<file path="src/i2cts_pkg.sv">
// Shared definitions for the EEPROM/FRAM transfer splitter.
// Holds the controller/datapath interface types, register indexes and part tables.
// No dependencies.
package i2cts_pkg;

    localparam int MAX_REQUEST_LEN = 256;
    localparam int TYPE_SMALL_LAST = 4;
    localparam int TYPE_LARGEST    = 10;
    localparam int CFG_INDEX_W     = 2;
    localparam int CFG_DATA_W      = 8;

    localparam logic [CFG_INDEX_W-1:0] REG_DEVICE_TYPE  = 2'd0;
    localparam logic [CFG_INDEX_W-1:0] REG_BASE_ADDRESS = 2'd1;
    localparam logic [CFG_INDEX_W-1:0] REG_IS_FRAM      = 2'd2;

    localparam logic [3:0] RESET_DEVICE_TYPE  = 4'd1;
    localparam logic [7:0] RESET_BASE_ADDRESS = 8'd160;
    localparam logic       RESET_IS_FRAM      = 1'b0;

    // Commands from the controller to the datapath.
    typedef struct packed {
        logic load_req;
        logic load_desc;
    } t_cmd;

    // Classification of the request held in the datapath.
    typedef struct packed {
        logic empty;
        logic desc_last;
    } t_status;

    // Memory size in bytes; undefined part codes have no capacity.
    function automatic logic [17:0] capacity(input logic [3:0] dev_type);
        logic [17:0] cap;
        if (dev_type <= 4'(TYPE_LARGEST)) begin
            cap = 18'd128 << dev_type;
        end else begin
            cap = 18'd0;
        end
        return cap;
    endfunction

    // Write page size of an EEPROM part.
    function automatic logic [8:0] page_size(input logic [3:0] dev_type);
        logic [8:0] pg;
        case (dev_type)
            4'd0, 4'd1:       pg = 9'd8;
            4'd2, 4'd3, 4'd4: pg = 9'd16;
            4'd5, 4'd6:       pg = 9'd32;
            4'd7, 4'd8:       pg = 9'd64;
            4'd9:             pg = 9'd128;
            default:          pg = 9'd256;
        endcase
        return pg;
    endfunction

endpackage

</file>
<file path="src/i2cts_ctrl.sv">
// Controller state machine of the transfer splitter.
// Sequences request capture, planning and descriptor delivery; uses i2cts_pkg.
module i2cts_ctrl (
    input  logic               i_clk,
    input  logic               i_rst_n,
    input  logic               i_in_valid,
    output logic               o_in_ready,
    output logic               o_out_valid,
    input  logic               i_out_ready,
    input  i2cts_pkg::t_status i_status,
    output i2cts_pkg::t_cmd    o_cmd
);
    import i2cts_pkg::*;

    typedef enum logic [1:0] {
        ST_IDLE,
        ST_PLAN,
        ST_SEND
    } t_state;

    t_state r_state;
    t_state n_state;
    logic   r_out_valid;
    logic   n_out_valid;
    logic   out_fire;
    logic   in_fire;

    assign out_fire    = r_out_valid && i_out_ready;
    assign o_in_ready  = (r_state == ST_IDLE) ||
                         ((r_state == ST_SEND) && out_fire && i_status.desc_last);
    assign in_fire     = i_in_valid && o_in_ready;
    assign o_out_valid = r_out_valid;

    always_comb begin
        o_cmd.load_req  = in_fire;
        o_cmd.load_desc = ((r_state == ST_PLAN) && !i_status.empty) ||
                          ((r_state == ST_SEND) && out_fire && !i_status.desc_last);
    end

    always_comb begin
        n_state     = r_state;
        n_out_valid = r_out_valid;
        case (r_state)
            ST_IDLE: begin
                if (in_fire) begin
                    n_state = ST_PLAN;
                end
            end
            ST_PLAN: begin
                // A zero-length page-split write produces no transaction at all.
                if (i_status.empty) begin
                    n_state = ST_IDLE;
                end else begin
                    n_state     = ST_SEND;
                    n_out_valid = 1'b1;
                end
            end
            ST_SEND: begin
                if (out_fire && i_status.desc_last) begin
                    n_out_valid = 1'b0;
                    n_state     = in_fire ? ST_PLAN : ST_IDLE;
                end
            end
            default: begin
                n_state     = ST_IDLE;
                n_out_valid = 1'b0;
            end
        endcase
    end

    always_ff @(posedge i_clk) begin
        if (!i_rst_n) begin
            r_state     <= ST_IDLE;
            r_out_valid <= 1'b0;
        end else begin
            r_state     <= n_state;
            r_out_valid <= n_out_valid;
        end
    end

endmodule

</file>
<file path="src/i2cts_datapath.sv">
// Datapath of the transfer splitter: configuration, request registers, chunking
// arithmetic and the descriptor output register. Uses i2cts_pkg.
module i2cts_datapath (
    input  logic                             i_clk,
    input  logic                             i_rst_n,
    input  logic                             i_cfg_wr_en,
    input  logic [i2cts_pkg::CFG_INDEX_W-1:0] i_cfg_index,
    input  logic [i2cts_pkg::CFG_DATA_W-1:0]  i_cfg_data,
    input  i2cts_pkg::t_cmd                  i_cmd,
    output i2cts_pkg::t_status               o_status,
    input  logic                             i_mode,
    input  logic [16:0]                      i_start_address,
    input  logic [8:0]                       i_length,
    output logic                             o_error,
    output logic [7:0]                       o_device_address,
    output logic [7:0]                       o_word_address_high,
    output logic [7:0]                       o_word_address_low,
    output logic                             o_two_byte_address,
    output logic                             o_is_read,
    output logic [7:0]                       o_buffer_offset,
    output logic [8:0]                       o_chunk_length,
    output logic                             o_wait_after,
    output logic                             o_last
);
    import i2cts_pkg::*;

    logic [3:0]  r_dev_type;
    logic [7:0]  r_base;
    logic        r_fram;
    logic        r_mode;
    logic [16:0] r_addr;
    logic [8:0]  r_len;
    logic [7:0]  r_off;

    logic        r_error;
    logic [7:0]  r_device_address;
    logic [7:0]  r_word_address_high;
    logic [7:0]  r_word_address_low;
    logic        r_two_byte_address;
    logic        r_is_read;
    logic [7:0]  r_buffer_offset;
    logic [8:0]  r_chunk_length;
    logic        r_wait_after;
    logic        r_last;

    logic [17:0] end_addr;
    logic        err;
    logic        single;
    logic        two;
    logic [8:0]  block;
    logic [8:0]  room;
    logic [8:0]  clen;
    logic [7:0]  dev;

    always_ff @(posedge i_clk) begin
        if (!i_rst_n) begin
            r_dev_type <= RESET_DEVICE_TYPE;
            r_base     <= RESET_BASE_ADDRESS;
            r_fram     <= RESET_IS_FRAM;
        end else if (i_cfg_wr_en) begin
            case (i_cfg_index)
                REG_DEVICE_TYPE:  r_dev_type <= i_cfg_data[3:0];
                REG_BASE_ADDRESS: r_base     <= i_cfg_data;
                REG_IS_FRAM:      r_fram     <= i_cfg_data[0];
                default:          ;
            endcase
        end
    end

    // The sum of address and remaining length stays fixed while chunks are taken,
    // so the capacity check is still false during a split write.
    assign end_addr = 18'(r_addr) + 18'(r_len);
    assign err      = (32'(r_len) > MAX_REQUEST_LEN) || (end_addr > capacity(r_dev_type));
    assign single   = r_mode || (r_fram && (r_dev_type > 4'(TYPE_SMALL_LAST)));
    assign two      = r_dev_type > 4'(TYPE_SMALL_LAST);

    always_comb begin
        o_status.empty     = !err && !single && (r_len == 9'd0);
        o_status.desc_last = r_last;
    end

    // Pages and FRAM blocks are powers of two, so the offset in a block is a mask.
    assign block = r_fram ? 9'd256 : page_size(r_dev_type);
    assign room  = block - (9'(r_addr[7:0]) & (block - 9'd1));
    assign clen  = (r_len > room) ? room : r_len;

    always_comb begin
        if (two) begin
            dev = r_base;
            if (r_dev_type == 4'(TYPE_LARGEST)) begin
                dev[1] = r_base[1] | r_addr[16];
            end
        end else begin
            dev = r_base | r_addr[15:8];
        end
    end

    always_ff @(posedge i_clk) begin
        if (i_cmd.load_req) begin
            r_mode <= i_mode;
            r_addr <= i_start_address;
            r_len  <= i_length;
            r_off  <= 8'd0;
        end else if (i_cmd.load_desc && !err && !single) begin
            r_addr <= r_addr + 17'(clen);
            r_len  <= r_len - clen;
            r_off  <= r_off + clen[7:0];
        end
    end

    always_ff @(posedge i_clk) begin
        if (i_cmd.load_desc) begin
            if (err) begin
                r_error             <= 1'b1;
                r_device_address    <= 8'd0;
                r_word_address_high <= 8'd0;
                r_word_address_low  <= 8'd0;
                r_two_byte_address  <= 1'b0;
                r_is_read           <= 1'b0;
                r_buffer_offset     <= 8'd0;
                r_chunk_length      <= 9'd0;
                r_wait_after        <= 1'b0;
                r_last              <= 1'b1;
            end else begin
                r_error             <= 1'b0;
                r_device_address    <= dev;
                r_word_address_high <= two ? r_addr[15:8] : 8'd0;
                r_word_address_low  <= r_addr[7:0];
                r_two_byte_address  <= two;
                r_is_read           <= r_mode;
                r_buffer_offset     <= r_off;
                r_chunk_length      <= single ? r_len : clen;
                r_wait_after        <= !single && !r_fram;
                r_last              <= single || (r_len <= room);
            end
        end
    end

    assign o_error             = r_error;
    assign o_device_address    = r_device_address;
    assign o_word_address_high = r_word_address_high;
    assign o_word_address_low  = r_word_address_low;
    assign o_two_byte_address  = r_two_byte_address;
    assign o_is_read           = r_is_read;
    assign o_buffer_offset     = r_buffer_offset;
    assign o_chunk_length      = r_chunk_length;
    assign o_wait_after        = r_wait_after;
    assign o_last              = r_last;

endmodule

</file>
<file path="src/i2c_eeprom_transfer_splitter_unit.sv">
// A request accepted into the request registers is planned in ST_PLAN, which loads its first descriptor register.
// Throughput: a planning state, then one descriptor per cycle from the chunk
// register loop while i_out_ready does not stall the output.
// The next request is taken in the cycle the final descriptor is delivered.
// Reset (synchronous, active low) empties the output and restores the
// configuration to part code 1, base address 160, EEPROM.
module i2c_eeprom_transfer_splitter_unit (
    input  logic                              i_clk,
    input  logic                              i_rst_n,
    input  logic                              i_cfg_wr_en,
    input  logic [i2cts_pkg::CFG_INDEX_W-1:0] i_cfg_index,
    input  logic [i2cts_pkg::CFG_DATA_W-1:0]  i_cfg_data,
    input  logic                              i_in_valid,
    output logic                              o_in_ready,
    input  logic                              i_mode,
    input  logic [16:0]                       i_start_address,
    input  logic [8:0]                        i_length,
    output logic                              o_out_valid,
    input  logic                              i_out_ready,
    output logic                              o_error,
    output logic [7:0]                        o_device_address,
    output logic [7:0]                        o_word_address_high,
    output logic [7:0]                        o_word_address_low,
    output logic                              o_two_byte_address,
    output logic                              o_is_read,
    output logic [7:0]                        o_buffer_offset,
    output logic [8:0]                        o_chunk_length,
    output logic                              o_wait_after,
    output logic                              o_last
);
    import i2cts_pkg::*;

    t_cmd    cmd;
    t_status status;

    i2cts_ctrl u_ctrl (
        .i_clk       (i_clk),
        .i_rst_n     (i_rst_n),
        .i_in_valid  (i_in_valid),
        .o_in_ready  (o_in_ready),
        .o_out_valid (o_out_valid),
        .i_out_ready (i_out_ready),
        .i_status    (status),
        .o_cmd       (cmd)
    );

    i2cts_datapath u_dp (
        .i_clk               (i_clk),
        .i_rst_n             (i_rst_n),
        .i_cfg_wr_en         (i_cfg_wr_en),
        .i_cfg_index         (i_cfg_index),
        .i_cfg_data          (i_cfg_data),
        .i_cmd               (cmd),
        .o_status            (status),
        .i_mode              (i_mode),
        .i_start_address     (i_start_address),
        .i_length            (i_length),
        .o_error             (o_error),
        .o_device_address    (o_device_address),
        .o_word_address_high (o_word_address_high),
        .o_word_address_low  (o_word_address_low),
        .o_two_byte_address  (o_two_byte_address),
        .o_is_read           (o_is_read),
        .o_buffer_offset     (o_buffer_offset),
        .o_chunk_length      (o_chunk_length),
        .o_wait_after        (o_wait_after),
        .o_last              (o_last)
    );

endmodule

</file>
<file path="config.mk">
export PLATFORM = sky130hd
export DESIGN_NAME = i2c_eeprom_transfer_splitter_unit
export DESIGN_NICKNAME = d
export VERILOG_FILES = /design/src/i2cts_pkg.sv /design/src/i2cts_ctrl.sv /design/src/i2cts_datapath.sv /design/src/i2c_eeprom_transfer_splitter_unit.sv
export SDC_FILE = /design/constraint.sdc
export NUM_CORES = 1
export LEC_CHECK = 0
export ABC_AREA = 1
export CAP_MARGIN = 20
export CORE_ASPECT_RATIO = 1.5
export CORE_UTILIZATION = 37
export DETAILED_ROUTE_END_ITERATION = 12
export DONT_BUFFER_PORTS = 1
export PLACE_DENSITY = 0.54
export SYNTH_ARGS = -nofsm -noshare
export SYNTH_HDL_FRONTEND = slang
export SYNTH_SLANG_ARGS = --single-unit
</file>
<file path="constraint.sdc">
create_clock -name i_clk -period 5.13 [get_ports i_clk]
set_input_delay 0.513 -clock i_clk [delete_from_list [all_inputs] [get_ports i_clk]]
set_output_delay 0.513 -clock i_clk [all_outputs]
set_load 0.01 [all_outputs]
</file>
==> results.json <==
{
  "worstHoldEndpoint": "u_dp.r_base[5]$_SDFFE_PN1P_",
  "grt_max_degree": 49,
  "startpoint_type": "register",
  "p_leak_uw": 0.003496,
  "postCtsHoldBufs": 0,
  "yosysUniqueCellTypes": 46,
  "hp-class": "in -> reg",
  "power_frac_seq": 0.219,
  "clkTransAtPathRegs_ps": 70,
  "crit_required_ps": 5240,
  "slew_viol_final": 0,
  "grt_pass1_wl_um": 29730,
  "htree_num_levels": 3,
  "avgSynthCellArea_um2": 7.932,
  "crit_cells": 33,
  "cts_tree": "built",
  "crit_family": "simple AND/OR/NAND/NOR gates",
  "fin_crit_sh": 0.9321,
  "cp_slowest_cell": "dfxtp_4",
  "total_power_uw": 6224,
  "die_area_mm2": 0.01939,
  "avgRoutedWirePerCell_um": 16.22,
  "routed_via_density": 4.935,
  "ff2ff_setup_slack_ps": 350,
  "synthFlopType": "edfxtp_1",
  "final_nets": 1008,
  "reg2reg_depth": 33,
  "wl_um": 18820,
  "drcViolationCount": 0,
  "antenna_cells": 0,
  "track_usage": 0.2033,
  "clk_latency_ps": 360,
  "layout-drive-gt1-share": 0.1267,
  "clock.fmax_mhz": 209.1,
  "numCtsBuffers": 9,
  "dp_hpwl_um": 14560,
  "p_int_uw": 3191,
  "first_global_vias": 5791,
  "chipHeight_um": 170.0,
  "relSlewSlack": 0.4044,
  "cp_num_buf_inv": 6,
  "clock_skew_ps": 11.98,
  "core-area_mm2": 0.01847,
  "switchingPower_uw": 3033,
  "crit_arrival_ps": 4890,
  "ys_warn_count": 0,
  "p_per_area_mw_per_mm2": 790.0,
  "cp_max_fo": 6,
  "portBuffers": 0,
  "async_flop_share": 0,
  "synth_fp_nets": 983,
  "crit_path_end_kind": "register",
  "setup_viol": 0,
  "synth_cells": 878,
  "period_needed_ps": 4782,
  "critical_path.most_common_cell": "nand2_1",
  "drt_iter0_drc": 318,
  "hold_viol": 0,
  "swShare": 0.4873,
  "antenna_found_initial": 0,
  "gp_congestion": 0.9114,
  "clock-sinks": 103,
  "first_pass_iters": 4,
  "cap_violations": 0,
  "die_w_um": 114.0,
  "synth_edf_count": 73,
  "setup_tns_ps": 0,
  "syn_area_mm2": 0.006964,
  "peakVddDrop_v": 0.0004072,
  "grt_overflow_total": 0,
  "ys_ff_latch": 103,
  "fillers": 1902,
  "multiInputGateArea_mm2": 0.003781,
  "fin_hold_ws_ps": 242.4,
  "ys_seq_area_frac": 0.4010,
  "ant_nets": 0,
  "min_from": "i_rst_n",
  "vias": 5725,
  "ctsLongestPathBuffers": 2,
  "pin_count": 90,
  "syn2layout_area_growth_pct": 13.12,
  "critPathKind": "reg -> reg",
  "rows": 61,
  "p_comb_frac": 0.667,
  "start_util": 0.3770,
  "r2r-end": "u_dp.r_addr[14]$_DFFE_PP_",
  "seq_area_mm2": 0.002796,
  "tightest_slew_ps": 886.6,
  "p_clk_frac": 0.114,
  "worstHoldPathCells": 1,
  "worstReg2RegStart": "u_dp.r_fram$_SDFFE_PN0P_",
  "cpPeakStageDelay_ps": 370,
  "cts_root_buffer": "clkbuf_16",
  "status": "finished clean"
}
[synthesized netlist by cell type (7+ instances only)]
| cell | n | area [um^2] |
|---|---|---|
| nand2_1 | 182 | 683.2 |
| nor3_1 | 13 | 65.06 |
| xor2_1 | 21 | 183.9 |
| nand3_1 | 49 | 245.2 |
| inv_1 | 120 | 450.4 |
| ha_1 | 59 | 738.2 |
| buf_2 | 7 | 35.03 |
| edfxtp_1 | 73 | 2192 |
| nor2_1 | 115 | 431.7 |
| o21ai_1 | 8 | 40.04 |
| nand2_4 | 8 | 90.09 |
| a21oi_1 | 61 | 305.3 |
| dfxtp_1 | 30 | 600.6 |
| o21ai_0 | 52 | 260.3 |
[layout make-up]
| class | count | area share |
|---|---|---|
| multi-input cells | 635 | 0.4800 |
| flip-flops and latches | 103 | 0.3550 |
| inverters | 128 | 0.06163 |
| well taps | 252 | 0.04003 |
| clock buffers | 10 | 0.02907 |
| repair buffers | 26 | 0.02573 |
| clock inverters | 6 | 0.008577 |
[worst max-delay path by stage]
stage                                   startpoint                         to  slack (ps)
after floorplan           u_dp.r_fram$_SDFFE_PN0P_    u_dp.r_len[8]$_DFFE_PP_          40
after global placement    u_dp.r_fram$_SDFFE_PN0P_  u_dp.r_addr[14]$_DFFE_PP_         120
after detailed placement  u_dp.r_fram$_SDFFE_PN0P_    u_dp.r_len[8]$_DFFE_PP_         -10
after CTS                 u_dp.r_fram$_SDFFE_PN0P_    u_dp.r_len[8]$_DFFE_PP_          30
after global routing      u_dp.r_fram$_SDFFE_PN0P_  u_dp.r_addr[15]$_DFFE_PP_         -40
final                     u_dp.r_fram$_SDFFE_PN0P_  u_dp.r_addr[14]$_DFFE_PP_         350
[per-stage QoR]
stage,area (um^2),std cells,util,setup WS [ps]
2_1_floorplan,6964,878,-,37.03
3_3_place_gp,7402,1142,0.4008,122.9
3_5_place_dp,7402,1142,0.4008,-12.74
4_1_cts,7702,1158,0.4170,27.34
5_1_grt,7878,1160,0.4265,-35.74
6_report,7878,1160,0.4265,348.2
[placed cells by master, fill, tap and decap left out, drive strengths merged, types with 2 or more instances in the layout]
cell and count:
nor4 2, nor3 14, nor2 123, inv 129, ha 59, fa 4
nand4 5, a21oi 62, xnor2 4, or2 5, nand3 55, dfxtp 30
xor2 21, o21a 2, nand3b 4, clkinv 3, and3 2, a31oi 6
nand2 195, buf 26, a211oi 2, clkbuf 10, o21ai 64, edfxtp 73
[sequential cells by signal, indices dropped and copies added, names as in the netlist, 8 cells and up, named ones only]
name                      flops
u_dp.r_addr                  17
u_dp.o_chunk_length           9
u_dp.r_len                    9
u_dp.o_buffer_offset          8
u_dp.o_device_address         8
u_dp.o_word_address_high      8
u_dp.o_word_address_low       8
u_dp.r_base                   8
u_dp.r_off                    8
[power groups by stage]
stage	clock network (uW)	registers [uW]	logic (uW)
after global placement	0	1370	3860
after CTS	725	1360	3900
final	712	1360	4150
after global routing	752	1380	4710
after floorplan	0	1290	2770
after detailed placement	0	1370	3870
[cells by family (layout without fill, tap and decap cells)]
group | after synthesis | in the layout | synth area share
and+or+nand+nor | 405 | 405 | 0.2619
AOI/OAI and AO/OA | 142 | 142 | 0.1105
buffers and inverters | 140 | 170 | 0.07761
DFF | 103 | 103 | 0.4010
adders and majority gates | 63 | 63 | 0.1175
xor gates and xnor gates | 25 | 25 | 0.03144
[repair_timing]
item,CTS,global route
cloned,0,1
endpoints found under the setup margin,1,18
pin swaps,0,9
endpoints found under the hold margin,0,0
buffers inserted,0,1
resized for setup,1,40
[worst reg2reg max path, delay by kind of cell (launching register included)]
| family | cells | cell delay, ps |
|---|---|---|
| DFF | 1 | 370 |
| xor gates and xnor gates | 1 | 130 |
| AOI/OAI and AO/OA | 5 | 580 |
| and+or+nand+nor | 18 | 2000 |
| buffers and inverters | 6 | 560 |
| adders and majority gates | 3 | 880 |
[per-layer routing]
| metal | global-route usage | vias up | part of all wire |
|---|---|---|---|
| met5 | 0 | - | 0 |
| met4 | 0.09543 | 0 | 0.035 |
| met3 | 0.02956 | 32 | 0.034 |
| met2 | 0.3855 | 118 | 0.53 |
| met1 | 0.2175 | 2625 | 0.40 |
| li1 | - | 2950 | - |
No activity file was read; power rests on OpenSTA's default activity.
